<file path="config.mk">
export PLATFORM = sky130hd
export DESIGN_NAME = adsr_envelope_generator
export DESIGN_NICKNAME = d
export VERILOG_FILES = /design/src/design/adsr_pkg.sv /design/src/design/adsr_front.sv /design/src/design/adsr_queue.sv /design/src/design/adsr_div.sv /design/src/design/adsr_back.sv /design/src/design/adsr_envelope_generator.sv
export SDC_FILE = /design/constraint.sdc
export NUM_CORES = 2
export LEC_CHECK = 0
export BUFFER_PORTS_ARGS = -buffer_cell sky130_fd_sc_hd__buf_4
export CAP_MARGIN = 20
export CELL_PAD_IN_SITES_DETAIL_PLACEMENT = 2
export CELL_PAD_IN_SITES_GLOBAL_PLACEMENT = 2
export CORE_ASPECT_RATIO = 2
export CORE_MARGIN = 2
export CORE_UTILIZATION = 41
export CTS_BUF_LIST = sky130_fd_sc_hd__clkbuf_16
export CTS_CLUSTER_SIZE = 16
export DETAILED_ROUTE_END_ITERATION = 12
export PLACE_DENSITY = 0.89
export SLEW_MARGIN = 20
export SYNTH_ARGS = -nofsm -noshare
export SYNTH_HDL_FRONTEND = slang
export SYNTH_SLANG_ARGS = --single-unit
export TNS_END_PERCENT = 5
</file>
<file path="constraint.sdc">
create_clock -name clk -period 10.8 [get_ports clk]
set_input_delay 1.08 -clock clk [delete_from_list [all_inputs] [get_ports clk]]
set_output_delay 1.08 -clock clk [all_outputs]
set_load 0.02 [all_outputs]
</file>
<file path="src/design/adsr_pkg.sv">
`timescale 1ns / 1ps
// ----------------------------------------------------------------------------
// adsr_pkg
// Shared types and constants for the linear ADSR envelope generator.
// ----------------------------------------------------------------------------
package adsr_pkg;

  localparam int DEF_TIME_BITS  = 32;
  localparam int DEF_LEVEL_BITS = 16;

  // duration registers and the sustain register
  localparam int TICK_BITS    = 24;
  localparam int SUSTAIN_BITS = 16;
  localparam int CFG_ADDR_BITS = 4;
  localparam int CFG_DATA_BITS = 32;

  localparam int ATTACK_RST  = 4800;
  localparam int DECAY_RST   = 4800;
  localparam int RELEASE_RST = 9600;
  localparam int SUSTAIN_RST = 49152;

  // register index, taken from paddr[3:2]
  localparam logic [1:0] REG_ATTACK  = 2'd0;
  localparam logic [1:0] REG_DECAY   = 2'd1;
  localparam logic [1:0] REG_RELEASE = 2'd2;
  localparam logic [1:0] REG_SUSTAIN = 2'd3;

  // command queue between front and back
  localparam int QUEUE_DEPTH = 2;
  localparam int QPTR_BITS   = $clog2(QUEUE_DEPTH);
  localparam int QCNT_BITS   = $clog2(QUEUE_DEPTH + 1);

  typedef enum logic [1:0] {
    OP_SAMPLE   = 2'd0,
    OP_NOTE_ON  = 2'd1,
    OP_NOTE_OFF = 2'd2,
    OP_RESET    = 2'd3
  } op_t;

  typedef struct packed {
    logic                 full;
    logic                 empty;
    logic [QCNT_BITS-1:0] count;
  } q_status_t;

endpackage

</file>
<file path="src/design/adsr_front.sv">
`timescale 1ns / 1ps
// ----------------------------------------------------------------------------
// adsr_front
// Input stage: takes one beat, decodes its kind and pushes it to the queue.
// ----------------------------------------------------------------------------
module adsr_front import adsr_pkg::*; #(
  parameter int TIME_BITS = DEF_TIME_BITS
) (
  input  logic                 clk,
  input  logic                 rst,
  input  logic                 item_valid,
  output logic                 item_stall,
  input  logic [1:0]           kind,
  input  logic [TIME_BITS-1:0] time_stamp,
  input  q_status_t            q_stat,
  output logic                 push,
  output op_t                  push_op,
  output logic [TIME_BITS-1:0] push_ts
);

  logic                 fr_valid;
  op_t                  fr_op;
  logic [TIME_BITS-1:0] fr_ts;
  op_t                  op_dec;
  logic                 accept;

  always_comb begin
    unique case (kind)
      OP_SAMPLE:   op_dec = OP_SAMPLE;
      OP_NOTE_ON:  op_dec = OP_NOTE_ON;
      OP_NOTE_OFF: op_dec = OP_NOTE_OFF;
      default:     op_dec = OP_RESET;
    endcase
  end

  assign item_stall = fr_valid && q_stat.full;
  assign accept     = item_valid && !item_stall;
  assign push       = fr_valid && !q_stat.full;
  assign push_op    = fr_op;
  assign push_ts    = fr_ts;

  always_ff @(posedge clk) begin
    if (rst) begin
      fr_valid <= 1'b0;
    end else begin
      fr_valid <= accept || (fr_valid && q_stat.full);
    end
    if (accept) begin
      fr_op <= op_dec;
      fr_ts <= time_stamp;
    end
  end

endmodule

</file>
<file path="src/design/adsr_queue.sv">
`timescale 1ns / 1ps
// ----------------------------------------------------------------------------
// adsr_queue
// Short command queue that decouples the input stage from the executor.
// ----------------------------------------------------------------------------
module adsr_queue import adsr_pkg::*; #(
  parameter int TIME_BITS = DEF_TIME_BITS
) (
  input  logic                 clk,
  input  logic                 rst,
  input  logic                 push,
  input  op_t                  push_op,
  input  logic [TIME_BITS-1:0] push_ts,
  input  logic                 pop,
  output op_t                  pop_op,
  output logic [TIME_BITS-1:0] pop_ts,
  output q_status_t            q_stat
);

  op_t                  op_mem [QUEUE_DEPTH];
  logic [TIME_BITS-1:0] ts_mem [QUEUE_DEPTH];
  logic [QPTR_BITS-1:0] wr_ptr;
  logic [QPTR_BITS-1:0] rd_ptr;
  logic [QCNT_BITS-1:0] count;
  logic                 do_push;
  logic                 do_pop;

  assign q_stat.full  = (count == QCNT_BITS'(QUEUE_DEPTH));
  assign q_stat.empty = (count == '0);
  assign q_stat.count = count;

  assign do_push = push && !q_stat.full;
  assign do_pop  = pop && !q_stat.empty;
  assign pop_op  = op_mem[rd_ptr];
  assign pop_ts  = ts_mem[rd_ptr];

  always_ff @(posedge clk) begin
    if (rst) begin
      wr_ptr <= '0;
      rd_ptr <= '0;
      count  <= '0;
    end else begin
      if (do_push) begin
        wr_ptr <= (wr_ptr == QPTR_BITS'(QUEUE_DEPTH - 1)) ? '0 : wr_ptr + 1'b1;
      end
      if (do_pop) begin
        rd_ptr <= (rd_ptr == QPTR_BITS'(QUEUE_DEPTH - 1)) ? '0 : rd_ptr + 1'b1;
      end
      if (do_push && !do_pop) begin
        count <= count + 1'b1;
      end else if (do_pop && !do_push) begin
        count <= count - 1'b1;
      end
    end
    if (do_push) begin
      op_mem[wr_ptr] <= push_op;
      ts_mem[wr_ptr] <= push_ts;
    end
  end

endmodule

</file>
<file path="src/design/adsr_div.sv">
`timescale 1ns / 1ps
// ----------------------------------------------------------------------------
// adsr_div
// Restoring divider, one quotient bit per cycle. The caller guarantees that
// the quotient fits in LEVEL_BITS bits.
// ----------------------------------------------------------------------------
module adsr_div import adsr_pkg::*; #(
  parameter int LEVEL_BITS = DEF_LEVEL_BITS
) (
  input  logic                            clk,
  input  logic                            rst,
  input  logic                            start,
  input  logic [LEVEL_BITS+TICK_BITS-1:0] num,
  input  logic [TICK_BITS-1:0]            den,
  output logic                            done,
  output logic [LEVEL_BITS-1:0]           quo
);

  localparam int PW = LEVEL_BITS + TICK_BITS;
  localparam int CW = $clog2(LEVEL_BITS + 1);

  logic                  busy;
  logic [CW-1:0]         cnt;
  logic [TICK_BITS-1:0]  rem;
  logic [LEVEL_BITS-1:0] sr;
  logic [TICK_BITS:0]    trial;
  logic [TICK_BITS:0]    diff;
  logic                  ge;

  assign trial = {rem, sr[LEVEL_BITS-1]};
  assign diff  = trial - {1'b0, den};
  assign ge    = (trial >= {1'b0, den});
  assign quo   = sr;

  always_ff @(posedge clk) begin
    if (rst) begin
      busy <= 1'b0;
      done <= 1'b0;
      cnt  <= '0;
    end else begin
      done <= !start && busy && (cnt == CW'(1));
      if (start) begin
        busy <= 1'b1;
        cnt  <= CW'(LEVEL_BITS);
      end else if (busy) begin
        cnt <= cnt - 1'b1;
        if (cnt == CW'(1)) begin
          busy <= 1'b0;
        end
      end
    end
    if (start) begin
      // high part is below den, so it seeds the remainder
      rem <= num[PW-1 -: TICK_BITS];
      sr  <= num[LEVEL_BITS-1:0];
    end else if (busy) begin
      rem <= ge ? diff[TICK_BITS-1:0] : trial[TICK_BITS-1:0];
      sr  <= {sr[LEVEL_BITS-2:0], ge};
    end
  end

endmodule

</file>
<file path="src/design/adsr_back.sv">
`timescale 1ns / 1ps
// ----------------------------------------------------------------------------
// adsr_back
// Executor: holds the envelope state, runs each queued command, drives the
// result register. Attack/decay/release samples use a multiply and divide.
// ----------------------------------------------------------------------------
module adsr_back import adsr_pkg::*; #(
  parameter int TIME_BITS  = DEF_TIME_BITS,
  parameter int LEVEL_BITS = DEF_LEVEL_BITS
) (
  input  logic                    clk,
  input  logic                    rst,
  input  q_status_t               q_stat,
  input  op_t                     q_op,
  input  logic [TIME_BITS-1:0]    q_ts,
  output logic                    pop,
  input  logic [TICK_BITS-1:0]    attack_ticks,
  input  logic [TICK_BITS-1:0]    decay_ticks,
  input  logic [TICK_BITS-1:0]    release_ticks,
  input  logic [SUSTAIN_BITS-1:0] sustain_level,
  output logic                    result_valid,
  input  logic                    result_stall,
  output logic [LEVEL_BITS-1:0]   level,
  output logic                    released
);

  localparam int PW = LEVEL_BITS + TICK_BITS;
  localparam int LW = ((TIME_BITS > TICK_BITS) ? TIME_BITS : TICK_BITS) + 1;
  localparam int SW = (LEVEL_BITS > SUSTAIN_BITS) ? LEVEL_BITS : SUSTAIN_BITS;
  localparam logic [LEVEL_BITS-1:0] FULL    = '1;
  localparam logic [LEVEL_BITS-1:0] LOW_CUT =
    LEVEL_BITS'(((64'd1 << LEVEL_BITS) - 64'd1) / 64'd10000);

  typedef enum logic [2:0] {
    ST_IDLE, ST_SEL, ST_MUL, ST_DIV, ST_FIN
  } state_t;

  typedef enum logic [2:0] {
    PH_ATTACK, PH_DECAY, PH_SUSTAIN, PH_RELEASE, PH_ZERO
  } phase_t;

  state_t state;
  phase_t phase;

  logic                  note_active;
  logic [TIME_BITS-1:0]  on_time;
  logic [TIME_BITS-1:0]  off_time;
  logic [LEVEL_BITS-1:0] held_level;
  logic [LEVEL_BITS-1:0] current_level;

  logic [TIME_BITS-1:0]  life;
  logic [LEVEL_BITS-1:0] mul_x;
  logic [TICK_BITS-1:0]  mul_y;
  logic [TICK_BITS-1:0]  div_den;
  logic [LEVEL_BITS-1:0] sus;
  logic [PW-1:0]         product;
  logic                  div_start;
  logic                  div_done;
  logic [LEVEL_BITS-1:0] div_quo;

  // select stage
  logic [TICK_BITS-1:0]  a_nz;
  logic [TICK_BITS-1:0]  d_nz;
  logic [TICK_BITS-1:0]  r_nz;
  logic [LW-1:0]         life_x;
  logic [LW-1:0]         past_a;
  logic [LW-1:0]         r_left;
  logic [SW-1:0]         sus_w;
  logic [LEVEL_BITS-1:0] sus_sat;

  // finish stage
  logic [LEVEL_BITS-1:0] lvl_raw;
  logic [LEVEL_BITS-1:0] lvl_cut;

  assign a_nz    = (attack_ticks == '0)  ? TICK_BITS'(1) : attack_ticks;
  assign d_nz    = (decay_ticks == '0)   ? TICK_BITS'(1) : decay_ticks;
  assign r_nz    = (release_ticks == '0) ? TICK_BITS'(1) : release_ticks;
  assign life_x  = LW'(life);
  assign past_a  = life_x - LW'(a_nz);
  assign r_left  = LW'(r_nz) - life_x;
  assign sus_w   = SW'(sustain_level);
  assign sus_sat = (sus_w > SW'(FULL)) ? FULL : sus_w[LEVEL_BITS-1:0];

  assign pop = (state == ST_IDLE) && !q_stat.empty && (!result_valid || !result_stall);

  always_comb begin
    unique case (phase)
      PH_ATTACK:  lvl_raw = div_quo;
      PH_DECAY:   lvl_raw = FULL - div_quo;
      PH_SUSTAIN: lvl_raw = sus;
      PH_RELEASE: lvl_raw = div_quo;
      default:    lvl_raw = '0;
    endcase
    lvl_cut = (lvl_raw <= LOW_CUT) ? '0 : lvl_raw;
  end

  adsr_div #(
    .LEVEL_BITS(LEVEL_BITS)
  ) u_div (
    .clk  (clk),
    .rst  (rst),
    .start(div_start),
    .num  (product),
    .den  (div_den),
    .done (div_done),
    .quo  (div_quo)
  );

  always_ff @(posedge clk) begin
    if (rst) begin
      state         <= ST_IDLE;
      phase         <= PH_ZERO;
      note_active   <= 1'b0;
      on_time       <= '0;
      off_time      <= '0;
      held_level    <= '0;
      current_level <= '0;
      result_valid  <= 1'b0;
      div_start     <= 1'b0;
    end else begin
      div_start <= (state == ST_MUL);
      // drop the beat once taken, unless a command reloads it now
      if (result_valid && !result_stall && !(pop && q_op != OP_SAMPLE)) begin
        result_valid <= 1'b0;
      end
      unique case (state)
        ST_IDLE: begin
          if (pop) begin
            unique case (q_op)
              OP_SAMPLE: begin
                life  <= q_ts - (note_active ? on_time : off_time);
                state <= ST_SEL;
              end
              OP_NOTE_ON: begin
                held_level   <= '0;
                on_time      <= q_ts;
                note_active  <= 1'b1;
                result_valid <= 1'b1;
                level        <= current_level;
                released     <= 1'b0;
              end
              OP_NOTE_OFF: begin
                off_time     <= q_ts;
                note_active  <= 1'b0;
                result_valid <= 1'b1;
                level        <= current_level;
                released     <= 1'b1;
              end
              default: begin
                note_active   <= 1'b0;
                current_level <= '0;
                on_time       <= '0;
                off_time      <= '0;
                result_valid  <= 1'b1;
                level         <= '0;
                released      <= 1'b1;
              end
            endcase
          end
        end
        ST_SEL: begin
          sus <= sus_sat;
          if (note_active) begin
            if (life_x <= LW'(a_nz)) begin
              phase   <= PH_ATTACK;
              mul_x   <= FULL;
              mul_y   <= life_x[TICK_BITS-1:0];
              div_den <= a_nz;
              state   <= ST_MUL;
            end else if (past_a <= LW'(d_nz)) begin
              phase   <= PH_DECAY;
              mul_x   <= FULL - sus_sat;
              mul_y   <= past_a[TICK_BITS-1:0];
              div_den <= d_nz;
              state   <= ST_MUL;
            end else begin
              phase <= PH_SUSTAIN;
              state <= ST_FIN;
            end
          end else if (life_x >= LW'(r_nz)) begin
            phase <= PH_ZERO;
            state <= ST_FIN;
          end else begin
            phase   <= PH_RELEASE;
            mul_x   <= held_level;
            mul_y   <= r_left[TICK_BITS-1:0];
            div_den <= r_nz;
            state   <= ST_MUL;
          end
        end
        ST_MUL: begin
          product <= PW'(mul_x) * PW'(mul_y);
          state   <= ST_DIV;
        end
        ST_DIV: begin
          if (div_done) begin
            state <= ST_FIN;
          end
        end
        ST_FIN: begin
          // the attack, decay and sustain value is held before the low cut
          if (note_active) begin
            held_level <= lvl_raw;
          end
          current_level <= lvl_cut;
          result_valid  <= 1'b1;
          level         <= lvl_cut;
          released      <= !note_active;
          state         <= ST_IDLE;
        end
        default: state <= ST_IDLE;
      endcase
    end
  end

endmodule

</file>
<file path="src/design/adsr_envelope_generator.sv">
`timescale 1ns / 1ps
// ----------------------------------------------------------------------------
// adsr_envelope_generator
// Time-stamped linear ADSR envelope with an APB register port.
//
//   channel  | signals                                   | direction
//   ---------+-------------------------------------------+----------
//   item     | item_valid, item_stall, kind, time_stamp  | in
//   result   | result_valid, result_stall, level, released | out
//   config   | psel, penable, pwrite, paddr, pwdata, prdata, pready | in/out
//
// A sample request runs from queue to result through select, one multiply,
// LEVEL_BITS steps of the serial divider and the finish state; the executor
// pops the next command only once back in idle. Sustain and zero-level samples
// skip the multiply and divide, other kinds finish in idle; the input stage
// registers each beat. Reset is synchronous, needs no clearing pass. A stalled
// result holds in its register while the input stage and two-entry queue fill.
// ----------------------------------------------------------------------------
module adsr_envelope_generator import adsr_pkg::*; #(
  parameter int TIME_BITS  = DEF_TIME_BITS,
  parameter int LEVEL_BITS = DEF_LEVEL_BITS
) (
  input  logic                     clk,
  input  logic                     rst,
  input  logic                     item_valid,
  output logic                     item_stall,
  input  logic [1:0]               kind,
  input  logic [TIME_BITS-1:0]     time_stamp,
  output logic                     result_valid,
  input  logic                     result_stall,
  output logic [LEVEL_BITS-1:0]    level,
  output logic                     released,
  input  logic                     psel,
  input  logic                     penable,
  input  logic                     pwrite,
  input  logic [CFG_ADDR_BITS-1:0] paddr,
  input  logic [CFG_DATA_BITS-1:0] pwdata,
  output logic [CFG_DATA_BITS-1:0] prdata,
  output logic                     pready
);

  localparam logic [LEVEL_BITS-1:0] LOW_CUT =
    LEVEL_BITS'(((64'd1 << LEVEL_BITS) - 64'd1) / 64'd10000);
  localparam logic [SUSTAIN_BITS-1:0] SUSTAIN_INIT =
    SUSTAIN_BITS'(64'(SUSTAIN_RST) & ((64'd1 << LEVEL_BITS) - 64'd1));

  logic [TICK_BITS-1:0]    attack_ticks;
  logic [TICK_BITS-1:0]    decay_ticks;
  logic [TICK_BITS-1:0]    release_ticks;
  logic [SUSTAIN_BITS-1:0] sustain_level;
  logic [1:0]              reg_idx;
  logic                    cfg_write;

  q_status_t            q_stat;
  logic                 q_push;
  op_t                  q_push_op;
  logic [TIME_BITS-1:0] q_push_ts;
  logic                 q_pop;
  op_t                  q_pop_op;
  logic [TIME_BITS-1:0] q_pop_ts;

  assign pready    = 1'b1;
  assign reg_idx   = paddr[3:2];
  assign cfg_write = psel && penable && pwrite && pready;

  always_ff @(posedge clk) begin
    if (rst) begin
      attack_ticks  <= TICK_BITS'(ATTACK_RST);
      decay_ticks   <= TICK_BITS'(DECAY_RST);
      release_ticks <= TICK_BITS'(RELEASE_RST);
      sustain_level <= SUSTAIN_INIT;
    end else if (cfg_write) begin
      unique case (reg_idx)
        REG_ATTACK:  attack_ticks  <= pwdata[TICK_BITS-1:0];
        REG_DECAY:   decay_ticks   <= pwdata[TICK_BITS-1:0];
        REG_RELEASE: release_ticks <= pwdata[TICK_BITS-1:0];
        default:     sustain_level <= pwdata[SUSTAIN_BITS-1:0];
      endcase
    end
  end

  always_comb begin
    unique case (reg_idx)
      REG_ATTACK:  prdata = CFG_DATA_BITS'(attack_ticks);
      REG_DECAY:   prdata = CFG_DATA_BITS'(decay_ticks);
      REG_RELEASE: prdata = CFG_DATA_BITS'(release_ticks);
      default:     prdata = CFG_DATA_BITS'(sustain_level);
    endcase
  end

  adsr_front #(
    .TIME_BITS(TIME_BITS)
  ) u_front (
    .clk       (clk),
    .rst       (rst),
    .item_valid(item_valid),
    .item_stall(item_stall),
    .kind      (kind),
    .time_stamp(time_stamp),
    .q_stat    (q_stat),
    .push      (q_push),
    .push_op   (q_push_op),
    .push_ts   (q_push_ts)
  );

  adsr_queue #(
    .TIME_BITS(TIME_BITS)
  ) u_queue (
    .clk    (clk),
    .rst    (rst),
    .push   (q_push),
    .push_op(q_push_op),
    .push_ts(q_push_ts),
    .pop    (q_pop),
    .pop_op (q_pop_op),
    .pop_ts (q_pop_ts),
    .q_stat (q_stat)
  );

  adsr_back #(
    .TIME_BITS (TIME_BITS),
    .LEVEL_BITS(LEVEL_BITS)
  ) u_back (
    .clk          (clk),
    .rst          (rst),
    .q_stat       (q_stat),
    .q_op         (q_pop_op),
    .q_ts         (q_pop_ts),
    .pop          (q_pop),
    .attack_ticks (attack_ticks),
    .decay_ticks  (decay_ticks),
    .release_ticks(release_ticks),
    .sustain_level(sustain_level),
    .result_valid (result_valid),
    .result_stall (result_stall),
    .level        (level),
    .released     (released)
  );

`ifndef SYNTHESIS
  a_level_cut: assert property (@(posedge clk) disable iff (rst)
    result_valid |-> (level == '0 || level > LOW_CUT))
    else $error("result level inside the low cut band");

  a_queue_bound: assert property (@(posedge clk) disable iff (rst)
    q_stat.count <= QCNT_BITS'(QUEUE_DEPTH))
    else $error("command queue count beyond depth");

  a_no_pop_on_stall: assert property (@(posedge clk) disable iff (rst)
    (result_valid && result_stall) |-> !q_pop)
    else $error("command popped while result register is stalled");

  a_pop_needs_entry: assert property (@(posedge clk) disable iff (rst)
    q_pop |=> (q_stat.count <= $past(q_stat.count) || $past(q_push)))
    else $error("queue count grew on a pop without a push");
`endif

endmodule

</file>
==> reports/results.md <==
## Clock network
- number of instances resized during post-cts repair: 0
- post-CTS setup repair buffer count: 0
- clock-pin slew of the registers on the worst-case setup and hold paths: 0.08 ns
- post-cts hold buffer count: 0
- number of sinks on the clock net: 517
- clock tree from TritonCTS: done
- Inserted Clock Buffers: 47
- H-Tree Level Count: 2
- clock buffer depth: 3
- source-to-sink clock delay at the later pin of the worst-skew pair: 0.66 ns
- Root Driver: sky130_fd_sc_hd__clkbuf_16

## Setup path
- worst endpoint data arrival time: 8.81 ns
- worst r2r dst: u_back.product[39]
- kind of end point of the critical path: flop
- Reg-to-Reg Start: u_back.mul_y[8]
- worst setup path startpoint: u_back.mul_y[8]
- R2R depth: 22
- data required time of the critical path: 11.16 ns
- path type of the worst setup path: flop to flop
- maximum net fanout on the critical path: 16
- Worst setup SP type: flop
- worst reg2reg setup slack: 2.35 ns

## Power
- total power per unit cell area: 167 nW/um2
- Pleak: 0.0178 uW
- IR drop worst, VDD: 0.000159 V

## Worst hold path
- hold crit path type: flop to flop
- cell depth of the worst min-delay path: 0
- start point of the worst min-delay path: u_front.push_ts[1]
- capture endpoint of the worst hold path: u_queue.ts_mem[0][1]

## STA
- minimum clock period after layout: 8.45 ns
- highest clock frequency the design can meet: 0.118 GHz
- Post-Route Skew: 0.0362 ns
- setup repair after global routing missed its margin: false
- final max-slew violation count: 0
- setup slack after layout: 2.35 ns
- number of setup violations in the final report: 0
- Max-Slew Margin vs Limit: 20.2%
- slew at the pin with the worst max-slew slack: 1.19 ns
- share of the cycle needed by the critical path after routing: 78.2%
- Final Hold Violating Endpoints: 0
- setup TNS: 0 ns
- worst hold slack across all endpoints: 0.442 ns

## Synth
- cell area after technology mapping: 39,800 um2
- Commonest cells post-synth: 591 x sky130_fd_sc_hd__nand2_1, 469 x sky130_fd_sc_hd__inv_1, 355 x sky130_fd_sc_hd__a21oi_1
- distinct cell type count of the synthesized netlist: 87
- area share of the largest cell type after synthesis: 23.5%
- Synth Flop Type: sky130_fd_sc_hd__edfxtp_1
- Adder-Cell Fraction of Synth Area: 24.1%
- leading cell type by number of instances after synthesis: sky130_fd_sc_hd__nand2_1
- flops & latches, synth: 517
- mean area per synthesized cell: 9.43 um2
- number of enable flip-flop cells after synthesis: 311
- Yosys warnings: 0
- fraction of synthesis flops using an asynchronous set or reset pin: 0%
- post-synthesis xor/xnor area fraction: 2.82%
- fraction of synthesized area in multiplexers: 4.70%
- Gate Count Post-Synth: 4,216
- simple-gate portion of the synthesized area: 15.3%
- post-synthesis cell type with the largest combined area: sky130_fd_sc_hd__edfxtp_1
- largest family of logic cells by synthesized area: adder cells
- fraction of the mapped netlist area in compound gates: 12.5%
- Area contributors post-synth: sky130_fd_sc_hd__edfxtp_1 23%, sky130_fd_sc_hd__fa_1 16%, sky130_fd_sc_hd__dfxtp_1 10%
- Seq/Total Area, Yosys: 33.9%

## GRT
- pin count of the biggest net entering global routing: 112
- total grt overflow: 0
- total track usage: 31.5%
- global-route wire length before repair: 236,000 um
- via count of the first global-routing pass: 38,500
- antenna violations before repair: 3

## Placement
- placer's final routability congestion estimate: 0.947
- Cells after DPL: 5,361
- post-detailed-placement half-perimeter wirelength: 118,000 um
- worst slack, placed: 2.72 ns
- Port Buffers: 109

## Final layout
- share of the core filled with cells in the final layout: 44.9%
- layout filler cell count: 10,200
- final-stage net count: 4,846
- growth of design area from synthesis to finish: 8.81%
- number of standard cells in the final layout excluding fillers: 5,454
- share of final-layout standard cells stronger than drive strength 1: 7.90%

## Floorplan
- IO Pins: 129
- horizontal die dimension: 224 um
- Die Y: 444 um
- area of the placeable core: 96,300 um2
- Std-Cell Rows: 161
- starting utilization of the core area: 41.3%
- area enclosed by the die boundary: 99,700 um2

## Status
- run status: finished clean

## Flow run
- Max Cap Viol: 0

## Route
- initial drt markers: 1,793
- detail-routed net length per standard cell: 28.5 um
- total number of vias: 32,900
- Post-DRT Antenna Nets: 0
- first-pass iteration count of the detailed router: 7
- DRC violation count after routing: 0
- routed via count divided by cell count: 6.04
- final WL: 156,000 um

how the worst max path moves through the flow:
stage	end	slack [ns]	depth (start not counted)
final	u_back.product[39]	2.35	22
after detailed placement	u_back.product[39]	2.72	22
after floorplan	u_back.div_den[0]	1.60	22
after CTS	u_back.product[39]	2.51	22
after global placement	u_back.product[39]	3.04	20
after global routing	u_back.product[39]	2.15	22
critical path, cell delays in order (launching register included):
cell and delay (ns):
sky130_fd_sc_hd__edfxtp_1 0.96, sky130_fd_sc_hd__nand2_1 0.21, sky130_fd_sc_hd__fa_1 0.56, sky130_fd_sc_hd__inv_1 0.06, sky130_fd_sc_hd__fa_1 0.53, sky130_fd_sc_hd__inv_1 0.06, sky130_fd_sc_hd__fa_1 0.51, sky130_fd_sc_hd__inv_1 0.05
sky130_fd_sc_hd__fa_1 0.49, sky130_fd_sc_hd__inv_1 0.07, sky130_fd_sc_hd__fa_1 0.57, sky130_fd_sc_hd__inv_1 0.07, sky130_fd_sc_hd__fa_1 0.47, sky130_fd_sc_hd__ha_1 0.41, sky130_fd_sc_hd__a21oi_1 0.29, sky130_fd_sc_hd__nand2_1 0.13
sky130_fd_sc_hd__a221o_1 0.42, sky130_fd_sc_hd__o211ai_1 0.74, sky130_fd_sc_hd__a21oi_1 0.29, sky130_fd_sc_hd__o41ai_1 0.49, sky130_fd_sc_hd__o2111ai_1 0.26, sky130_fd_sc_hd__o31ai_1 0.33, sky130_fd_sc_hd__xnor2_1 0.15
power breakdown:
part	internal (uW)	total (uW)	leakage, uW	switching (uW)
Clock	951	1820	0.000812	867
Sequential	2330	2470	0.00452	139
Combinational	1050	2940	0.0125	1890
metal layers:
| metal | GRT usage (%) | up-vias | wire [um] |
|---|---|---|---|
| li1 | - | 14200 | - |
| met1 | 29.3 | 16900 | 49500 |
| met2 | 59.8 | 1166 | 84500 |
| met3 | 4.26 | 707 | 6280 |
| met4 | 26.4 | 2 | 15300 |
| met5 | 0 | - | 17 |
layout make-up:
type / instances / area [um2] / share of cell area (%)
repair buffers: 153 / 1190 / 2.76
multi-input cells: 3001 / 23700 / 54.8
well taps: 1222 / 1530 / 3.53
flip-flops and latches: 517 / 13500 / 31.1
clock buffers: 52 / 1300 / 3.01
clock inverters: 36 / 298 / 0.688
inverters: 470 / 1760 / 4.08
diodes: 3 / 7.51 / 0.0173
flip-flops by register name (all words and copies together), names as in the netlist, 32 cells and up, named ones only:
name,flops
u_front.push_ts,32
u_back.off_time,32
u_back.on_time,32
u_queue.ts_mem,64
u_back.product,40
u_back.life,32
cells by family after synthesis:
family / count (synthesis)
other: 2
adder cells (fa/ha/maj): 579
AND/OR/NAND/NOR: 1333
flip-flops: 517
multiplexers: 160
buffers and inverters: 705
AO/OA/AOI/OAI: 792
XOR/XNOR: 128
stage by stage:
step	area [um2]	power (uW)
2_1_floorplan	39800	4380
3_3_place_gp	41600	5090
3_5_place_dp	41600	5340
4_1_cts	43200	7230
5_1_grt	43300	7560
6_report	43300	7230
layout by cell type, fill, tap and decap left out, drive strengths merged, types with 101 or more instances in the layout:
cell and count:
edfxtp 311, a21oi 356, buf 153, inv 484
nor2 280, ha 269, fa 310, nand2 591
and2 135, o21ai 101, dfxtp 206
Note: power is estimated with default switching activity, not from simulation.
